[config.mk]
export PLATFORM = sky130hd
export DESIGN_NAME = pixel_blend_mode_opacity
export DESIGN_NICKNAME = d
export VERILOG_FILES = /design/src/rtl/pbmo_pkg.sv /design/src/rtl/pixel_blend_mode_opacity.sv
export SDC_FILE = /design/constraint.sdc
export NUM_CORES = 2
export LEC_CHECK = 0
export ABC_AREA = 1
export BUFFER_PORTS_ARGS = -buffer_cell sky130_fd_sc_hd__buf_4
export CORE_ASPECT_RATIO = 1.1
export CORE_MARGIN = 3
export CORE_UTILIZATION = 60
export CTS_CLUSTER_DIAMETER = 50
export DETAILED_ROUTE_END_ITERATION = 16
export PLACE_DENSITY = 0.77
export SETUP_SLACK_MARGIN = 0.5
export SLEW_MARGIN = 20
export SYNTH_ARGS = -nofsm -noshare
export SYNTH_HDL_FRONTEND = slang
export SYNTH_SLANG_ARGS = --single-unit
[constraint.sdc]
create_clock -name clk_i -period 46 [get_ports clk_i]
set_input_delay 9.2 -clock clk_i [delete_from_list [all_inputs] [get_ports clk_i]]
set_output_delay 9.2 -clock clk_i [all_outputs]
set_load 0.005 [all_outputs]
[src/rtl/pbmo_pkg.sv]
// Package for the pixel blend block: channel constants, blend modes, register map, divide helpers.
package pbmo_pkg;

  localparam int unsigned CHANNEL_BITS = 8;
  localparam int unsigned NUM_CHANNELS = 3;
  localparam int unsigned PIXEL_BITS   = 4 * CHANNEL_BITS;
  localparam int unsigned PROD_BITS    = 2 * CHANNEL_BITS;
  // Doubled product plus rounding offset
  localparam int unsigned DIVIN_BITS   = PROD_BITS + 1;
  // Quotient of a doubled product by the channel maximum
  localparam int unsigned QUOT_BITS    = CHANNEL_BITS + 1;

  localparam logic [CHANNEL_BITS-1:0] CH_MAX   = '1;
  localparam logic [DIVIN_BITS-1:0]   HALF_RND = DIVIN_BITS'((2 ** CHANNEL_BITS - 2) / 2);

  localparam int unsigned ADDR_BITS = 3;
  localparam int unsigned DATA_BITS = 32;

  // Register indexes (word address bit 2)
  localparam logic REG_BLEND_MODE = 1'b0;
  localparam logic REG_OPACITY    = 1'b1;

  typedef enum logic [1:0] {
    MODE_NORMAL   = 2'd0,
    MODE_MULTIPLY = 2'd1,
    MODE_SCREEN   = 2'd2,
    MODE_OVERLAY  = 2'd3
  } blend_mode_e;

  // Reciprocal estimate of y / 255: (y * 257) >> 16, low by at most one
  function automatic logic [QUOT_BITS-1:0] div255_est(input logic [DIVIN_BITS-1:0] y);
    logic [DIVIN_BITS+8:0] p;
    p = {9'd0, y} * (DIVIN_BITS + 9)'(257);
    return p[DIVIN_BITS+7-:QUOT_BITS];
  endfunction

  // Remainder left by an estimate
  function automatic logic [DIVIN_BITS:0] div255_rem(input logic [DIVIN_BITS-1:0] y,
                                                      input logic [QUOT_BITS-1:0]  q);
    logic [DIVIN_BITS:0] prod;
    prod = ({{(DIVIN_BITS-QUOT_BITS+1){1'b0}}, q} << CHANNEL_BITS)
           - {{(DIVIN_BITS-QUOT_BITS+1){1'b0}}, q};
    return {1'b0, y} - prod;
  endfunction

  // Correct the estimate by one where the remainder reaches the divisor
  function automatic logic [QUOT_BITS-1:0] div255_fix(input logic [DIVIN_BITS-1:0] y,
                                                      input logic [QUOT_BITS-1:0]  q);
    logic [DIVIN_BITS:0] r;
    r = div255_rem(y, q);
    return (r >= (DIVIN_BITS + 1)'(CH_MAX)) ? q + QUOT_BITS'(1) : q;
  endfunction

endpackage

[src/rtl/pixel_blend_mode_opacity.sv]
// Pixel blend block: separable blend modes with opacity mix, six-stage pipeline.
//
// Usage
//   Input channel: in_valid_i with base_pixel_i and adjusted_pixel_i (ARGB, alpha
//   in the top byte); an item is taken at a clock edge with in_valid_i high and
//   in_stall_o low. Output channel: out_valid_o with result_pixel_o; the item
//   leaves at an edge with out_valid_o high and out_stall_i low.
//   Registers over the APB-style port: 0x0 blend mode (normal, multiply, screen,
//   overlay), 0x4 opacity level (255 = fully blended). Write them while idle.
// Timing
//   One item per cycle is sustained while out_stall_i is low. The six stages are:
//   operand select and channel product, divide estimate, divide correction and
//   mode result, opacity mix products, second divide estimate, second correction
//   and alpha pass-through.
// Reset and stall
//   Reset empties the pipeline and sets mode normal, opacity 255.
//   A stage holds its item while the next one is full and stalled; empty stages
//   keep filling, so a stall loses and repeats nothing. in_stall_o rises only
//   once every stage is full and out_stall_i is high.
module pixel_blend_mode_opacity
  import pbmo_pkg::*;
(
  input  logic                  clk_i,
  input  logic                  rst_ni,
  // Input item
  input  logic                  in_valid_i,
  output logic                  in_stall_o,
  input  logic [PIXEL_BITS-1:0] base_pixel_i,
  input  logic [PIXEL_BITS-1:0] adjusted_pixel_i,
  // Output item
  output logic                  out_valid_o,
  input  logic                  out_stall_i,
  output logic [PIXEL_BITS-1:0] result_pixel_o,
  // Register port
  input  logic                  psel,
  input  logic                  penable,
  input  logic                  pwrite,
  input  logic [ADDR_BITS-1:0]  paddr,
  input  logic [DATA_BITS-1:0]  pwdata,
  output logic [DATA_BITS-1:0]  prdata,
  output logic                  pready
);

  localparam int unsigned NSTAGE = 6;
  localparam int unsigned CB     = CHANNEL_BITS;

  // ---------------------------------------------------------------------------
  // Configuration registers
  // ---------------------------------------------------------------------------
  blend_mode_e       blend_mode_q;
  logic [CB-1:0]     opacity_q;
  logic              cfg_wr;

  assign pready = 1'b1;
  assign cfg_wr = psel && penable && pwrite;

  always_ff @(posedge clk_i or negedge rst_ni) begin
    if (!rst_ni) begin
      blend_mode_q <= MODE_NORMAL;
      opacity_q    <= CH_MAX;
    end else if (cfg_wr) begin
      unique case (paddr[2])
        REG_BLEND_MODE: blend_mode_q <= blend_mode_e'(pwdata[1:0]);
        REG_OPACITY:    opacity_q    <= pwdata[CB-1:0];
        default:        ;
      endcase
    end
  end

  always_comb begin
    unique case (paddr[2])
      REG_BLEND_MODE: prdata = {{(DATA_BITS-2){1'b0}}, blend_mode_q};
      REG_OPACITY:    prdata = {{(DATA_BITS-CB){1'b0}}, opacity_q};
      default:        prdata = '0;
    endcase
  end

  // ---------------------------------------------------------------------------
  // Stage enables: a stage loads when it is empty or its content moves on
  // ---------------------------------------------------------------------------
  logic [NSTAGE:1]   vld_q;
  logic [NSTAGE+1:1] en;

  always_comb begin
    en[NSTAGE+1] = !out_stall_i;
    for (int k = NSTAGE; k >= 1; k--) begin
      en[k] = !vld_q[k] || en[k+1];
    end
  end

  assign in_stall_o = !en[1];

  always_ff @(posedge clk_i or negedge rst_ni) begin
    if (!rst_ni) begin
      vld_q <= '0;
    end else begin
      if (en[1]) vld_q[1] <= in_valid_i;
      for (int k = 2; k <= NSTAGE; k++) begin
        if (en[k]) vld_q[k] <= vld_q[k-1];
      end
    end
  end

  // ---------------------------------------------------------------------------
  // Payload registers
  // ---------------------------------------------------------------------------
  logic [NSTAGE:1][PIXEL_BITS-1:0]        base_q;
  logic [2:1][NUM_CHANNELS-1:0][CB-1:0]   adj_q;
  logic [2:1][NUM_CHANNELS-1:0]           inv_q;
  logic [NUM_CHANNELS-1:0][PROD_BITS-1:0] prod1_q;
  logic                                   dbl1_q;
  logic [2:1]                             norm_q;
  logic [NUM_CHANNELS-1:0][DIVIN_BITS-1:0] y2_q;
  logic [NUM_CHANNELS-1:0][QUOT_BITS-1:0]  est2_q;
  logic [NUM_CHANNELS-1:0][CB-1:0]         v3_q;
  logic [NUM_CHANNELS-1:0][PROD_BITS-1:0]  mix4_q;
  logic [NUM_CHANNELS-1:0][DIVIN_BITS-1:0] y5_q;
  logic [NUM_CHANNELS-1:0][QUOT_BITS-1:0]  est5_q;
  logic [PIXEL_BITS-1:0]                   res6_q;

  // Stage 1 operands: screen and upper overlay work on inverted channels
  logic [NUM_CHANNELS-1:0]           inv_d;
  logic [NUM_CHANNELS-1:0][PROD_BITS-1:0] prod_d;
  logic [NUM_CHANNELS-1:0][CB-1:0]   b_in, a_in, m1, m2;

  always_comb begin
    for (int c = 0; c < NUM_CHANNELS; c++) begin
      b_in[c]  = base_pixel_i[c*CB +: CB];
      a_in[c]  = adjusted_pixel_i[c*CB +: CB];
      inv_d[c] = (blend_mode_q == MODE_SCREEN) ||
                 ((blend_mode_q == MODE_OVERLAY) && b_in[c][CB-1]);
      m1[c]    = inv_d[c] ? ~b_in[c] : b_in[c];
      m2[c]    = inv_d[c] ? ~a_in[c] : a_in[c];
      prod_d[c] = {{CB{1'b0}}, m1[c]} * {{CB{1'b0}}, m2[c]};
    end
  end

  // Stage 2 dividend, stage 3 mode result
  logic [NUM_CHANNELS-1:0][DIVIN_BITS-1:0] y2_d;
  logic [NUM_CHANNELS-1:0][QUOT_BITS-1:0]  q3;
  logic [NUM_CHANNELS-1:0][CB-1:0]         v3_d;
  logic [NUM_CHANNELS-1:0][DIVIN_BITS:0]   rem3;

  always_comb begin
    for (int c = 0; c < NUM_CHANNELS; c++) begin
      y2_d[c] = (dbl1_q ? {prod1_q[c], 1'b0} : {1'b0, prod1_q[c]}) + HALF_RND;
      q3[c]   = div255_fix(y2_q[c], est2_q[c]);
      rem3[c] = div255_rem(y2_q[c], q3[c]);
      if (norm_q[2]) v3_d[c] = adj_q[2][c];
      else if (inv_q[2][c]) v3_d[c] = ~q3[c][CB-1:0];
      else v3_d[c] = q3[c][CB-1:0];
    end
  end

  // Stage 4 opacity mix, stage 5 dividend, stage 6 result
  logic [NUM_CHANNELS-1:0][PROD_BITS-1:0]  mix4_d;
  logic [NUM_CHANNELS-1:0][DIVIN_BITS-1:0] y5_d;
  logic [NUM_CHANNELS-1:0][QUOT_BITS-1:0]  q6;
  logic [PIXEL_BITS-1:0]                   res6_d;

  always_comb begin
    res6_d = {base_q[5][PIXEL_BITS-1 -: CB], {(NUM_CHANNELS*CB){1'b0}}};
    for (int c = 0; c < NUM_CHANNELS; c++) begin
      mix4_d[c] = {{CB{1'b0}}, base_q[3][c*CB +: CB]} * {{CB{1'b0}}, ~opacity_q}
                + {{CB{1'b0}}, v3_q[c]} * {{CB{1'b0}}, opacity_q};
      y5_d[c]   = {1'b0, mix4_q[c]} + HALF_RND;
      q6[c]     = div255_fix(y5_q[c], est5_q[c]);
      res6_d[c*CB +: CB] = q6[c][CB-1:0];
    end
    // Zero base alpha passes the base pixel untouched
    if (base_q[5][PIXEL_BITS-1 -: CB] == '0) res6_d = base_q[5];
  end

  always_ff @(posedge clk_i) begin
    if (en[1]) begin
      base_q[1]  <= base_pixel_i;
      adj_q[1]   <= a_in;
      inv_q[1]   <= inv_d;
      prod1_q    <= prod_d;
      dbl1_q     <= (blend_mode_q == MODE_OVERLAY);
      norm_q[1]  <= (blend_mode_q == MODE_NORMAL);
    end
    if (en[2]) begin
      base_q[2]  <= base_q[1];
      adj_q[2]   <= adj_q[1];
      inv_q[2]   <= inv_q[1];
      norm_q[2]  <= norm_q[1];
      y2_q       <= y2_d;
      for (int c = 0; c < NUM_CHANNELS; c++) est2_q[c] <= div255_est(y2_d[c]);
    end
    if (en[3]) begin
      base_q[3]  <= base_q[2];
      v3_q       <= v3_d;
    end
    if (en[4]) begin
      base_q[4]  <= base_q[3];
      mix4_q     <= mix4_d;
    end
    if (en[5]) begin
      base_q[5]  <= base_q[4];
      y5_q       <= y5_d;
      for (int c = 0; c < NUM_CHANNELS; c++) est5_q[c] <= div255_est(y5_d[c]);
    end
    if (en[6]) begin
      base_q[6]  <= base_q[5];
      res6_q     <= res6_d;
    end
  end

  assign out_valid_o    = vld_q[NSTAGE];
  assign result_pixel_o = res6_q;

  // ---------------------------------------------------------------------------
  // Assertions
  // ---------------------------------------------------------------------------
  // Result alpha always follows the base alpha of the same item
  a_alpha_kept: assert property (@(posedge clk_i) disable iff (!rst_ni)
    vld_q[NSTAGE] |-> result_pixel_o[PIXEL_BITS-1 -: CB] == base_q[NSTAGE][PIXEL_BITS-1 -: CB])
    else $error("result alpha differs from base alpha");

  // Corrected quotient leaves a remainder below the divisor
  a_div_exact: assert property (@(posedge clk_i) disable iff (!rst_ni)
    vld_q[2] |-> (rem3[0] < (DIVIN_BITS + 1)'(CH_MAX)) && (rem3[1] < (DIVIN_BITS + 1)'(CH_MAX))
                 && (rem3[2] < (DIVIN_BITS + 1)'(CH_MAX)))
    else $error("blend divide correction out of range");

  // Input is held back only when the whole pipeline is full and stalled
  a_stall_full: assert property (@(posedge clk_i) disable iff (!rst_ni)
    in_stall_o |-> (&vld_q) && out_stall_i)
    else $error("input stalled with room in the pipeline");

  // A stalled output item stays in the last stage
  a_hold_last: assert property (@(posedge clk_i) disable iff (!rst_ni)
    vld_q[NSTAGE] && out_stall_i |=> vld_q[NSTAGE] && $stable(base_q[NSTAGE]))
    else $error("stalled item left the last stage");

endmodule
==> run summary <==
Status = finished, final reports clean
CP Capture Type = output pin
Critical Path AT = 12.30 ns
Worst slew margin = 36.13%
Syn avg cell area = 8.692 um2
Mapped Area = 52180 um2
Max FO, Critical Path = 63
Seq/Total Area, Yosys = 31.00%
Hold path depth = 0
Max-cap violations = 0
Core area = 85480 um2
WS Path Type = input port to output pin
I/O Buffers = 113
Leading area contributor after synthesis = edfxtp_1
Flop and latch count out of synthesis = 541
DRT Wirelength = 113000 um
Avg WL per Cell = 15.48 um
Htree depth = 3
EDFF count, synth = 525
First-pass GRT wire length = 188800 um
R2R depth = 22
Cells after Synth = 6003
Clock Pin Slew Worst Setup and Hold Paths = 0.06 ns
Fillers = 6885
CTS buffer count = 67
Residual DRC count = 0
Final antenna-violating net count = 0
Ys Warns = 0
Die width = 287.2 um
Hold buffer count at CTS = 0
Vias/cell = 5.312
CTS Sinks = 541
Hold Fails Final Rpt = 0
Antenna Cells = 0
Cts repair resizes = 0
HPWL Detailed = 91620 um
Top Ports = 173
CP required = 36.80 ns
Area delta synth->final = 7.849%
Tcrit/Tclk final = 46.73%
Crit path time final = 21.50 ns
Clock Skew = 0.02783 ns
Num rows = 112
Initial antenna violation count = 0
Fin nets = 7257
Vias in the first global route = 39.68k
Post-synth top area share = 30.22%
Synth cell types = 60
Final Max Tran Viols = 0
Least-Margin Pin Slew = 0.9581 ns
Total Negative Setup Slacks = 0 ns
Worst reg2reg setup slack = 39.06 ns
RD Place Congestion = 0.9352
Share of cells above drive strength 1 = 5.311%
Largest cells by area after synthesis = edfxtp_1 30%, fa_1 15%, ha_1 15%
GRT Overall Usage = 25.79%
Largest net degree at the start of global routing = 79
Post-CTS setup buffers = 0
Grt total ovfl = 0
CTS tree = yes
Starting Density = 61.04%
1st-pass router iterations = 5
RSZ-0062 raised after global routing = no
Crit start category = input port
First DRT Iteration DRCs = 2350
Max Buffers Root-to-Sink = 3
Fmax = 46.52 MHz
Clock Latency Late Sink = 0.62 ns
Prevailing post-synth register cell = edfxtp_1
Die height = 315.3 um
Die ar. = 90540 um2
Ys async rst share = 2.957%
Final setup fails = 0
Worst min-delay path category = register to register
Via count = 38.76k
Clock Root Buffer = clkbuf_16
==> per-stage QoR <==
step | utilization, % | worst slack, ns | hold WS (ns) | instance area (um2) | std cells
6_report | 65.83 | 24.50 | 0.4117 | 56270 | 7297
5_1_grt | 65.83 | 24.08 | 0.4192 | 56270 | 7297
4_1_cts | 65.83 | 24.36 | 0.4147 | 56270 | 7297
3_5_place_dp | 63.23 | 24.37 | 0.4045 | 54050 | 7178
3_3_place_gp | 63.23 | 24.45 | 0.4003 | 54050 | 7178
2_1_floorplan | - | 18.50 | 0.4003 | 52270 | 6029
==> layout make-up <==
class | count | area (um2) | share of cell area, %
inverters | 1347 | 5067 | 9.005
flip-flops and latches | 541 | 16180 | 28.75
clock buffers | 77 | 1735 | 3.084
well taps | 1140 | 1426 | 2.535
clock inverters | 42 | 483.0 | 0.8583
multi-input cells | 4018 | 30390 | 54.01
repair buffers | 132 | 991.0 | 1.761
==> final timing paths <==
path	startpoint	end
worst max-delay path	out_stall_i	in_stall_o
worst min-delay path	base_q[43]$_DFFE_PP_	base_q[75]$_DFFE_PP_
worst max register to register	opacity_q[6]$_DFFE_PN1P_	mix4_q[13]$_DFFE_PP_
worst min register to register	base_q[43]$_DFFE_PP_	base_q[75]$_DFFE_PP_
max in group asynchronous	rst_ni	opacity_q[7]$_DFFE_PN1P_
min in group asynchronous	rst_ni	vld_q[5]$_DFFE_PN0P_
==> sequential cells by signal, indices dropped and copies added, names as in the netlist <==
name            flops
blend_mode_q        2
opacity_q           8
est5_q             27
adj_q              48
base_q            160
est2_q             27
y5_q               51
y2_q               51
dbl1_q              1
v3_q               24
prod1_q            48
result_pixel_o     32
norm_q              2
mix4_q             48
vld_q               6
inv_q               6
==> kinds of logic after synthesis <==
logic type                 Yosys count  share of synthesized area [%]
xor gates and xnor gates           260                          4.408
other                                2                        0.01439
muxes                               11                         0.2182
DFF                                541                          31.00
AOI/OAI and AO/OA                  481                          5.125
and+or+nand+nor                   2194                          17.48
adders and majority gates         1044                          30.82
buffers and inverters             1470                          10.93
==> cell usage in the layout, fill, tap and decap left out, types with 38 or more instances in the layout <==
master     instances
edfxtp_1         525
xnor2_1           57
nand2_1         1243
a21oi_1          233
fa_1             402
nor2_1           513
nand4_1           58
o21ai_0          121
xor2_1           200
nand3_1          236
buf_4            132
ha_1             642
inv_1           1331
clkbuf_16         68
nor3_1            38
==> Yosys cell counts (23+ instances only) <==
library cell and instances:
o21ai_1 24, inv_1 1336, buf_4 25, ha_1 642, or2_2 23, xnor2_1 57, nor2_1 513, nand3_1 236
edfxtp_1 525, nand4_1 58, clkbuf_1 56, fa_1 402, a21oi_1 233, nand3b_1 33, nor3_1 38, a21o_1 32
o21ai_0 121, nand2_1 1243, xor2_1 200
==> layer usage <==
layer	vias to the layer above	routed length, um	global-route usage (%)
met3	261	6344	3.153
met4	0	3923	9.537
met5	-	0	0
met1	18370	46120	31.96
li1	19050	-	-
met2	1081	56590	46.16
==> critical path, cell delays in order <==
cell,delay (ns)
buf_4,0.11
nand2_1,0.06
buf_4,0.40
nor2_1,0.14
inv_4,0.34
nor2_1,0.11
clkinv_2,0.19
nor2_1,0.08
inv_2,0.05
buf_4,0.58
nor2_1,0.20
inv_6,0.43
nor2_1,0.19
buf_4,0.18
Power is left out: the tool's default activity adds up to more than one toggle a clock period on the data nets, which glitch-free logic cannot reach.
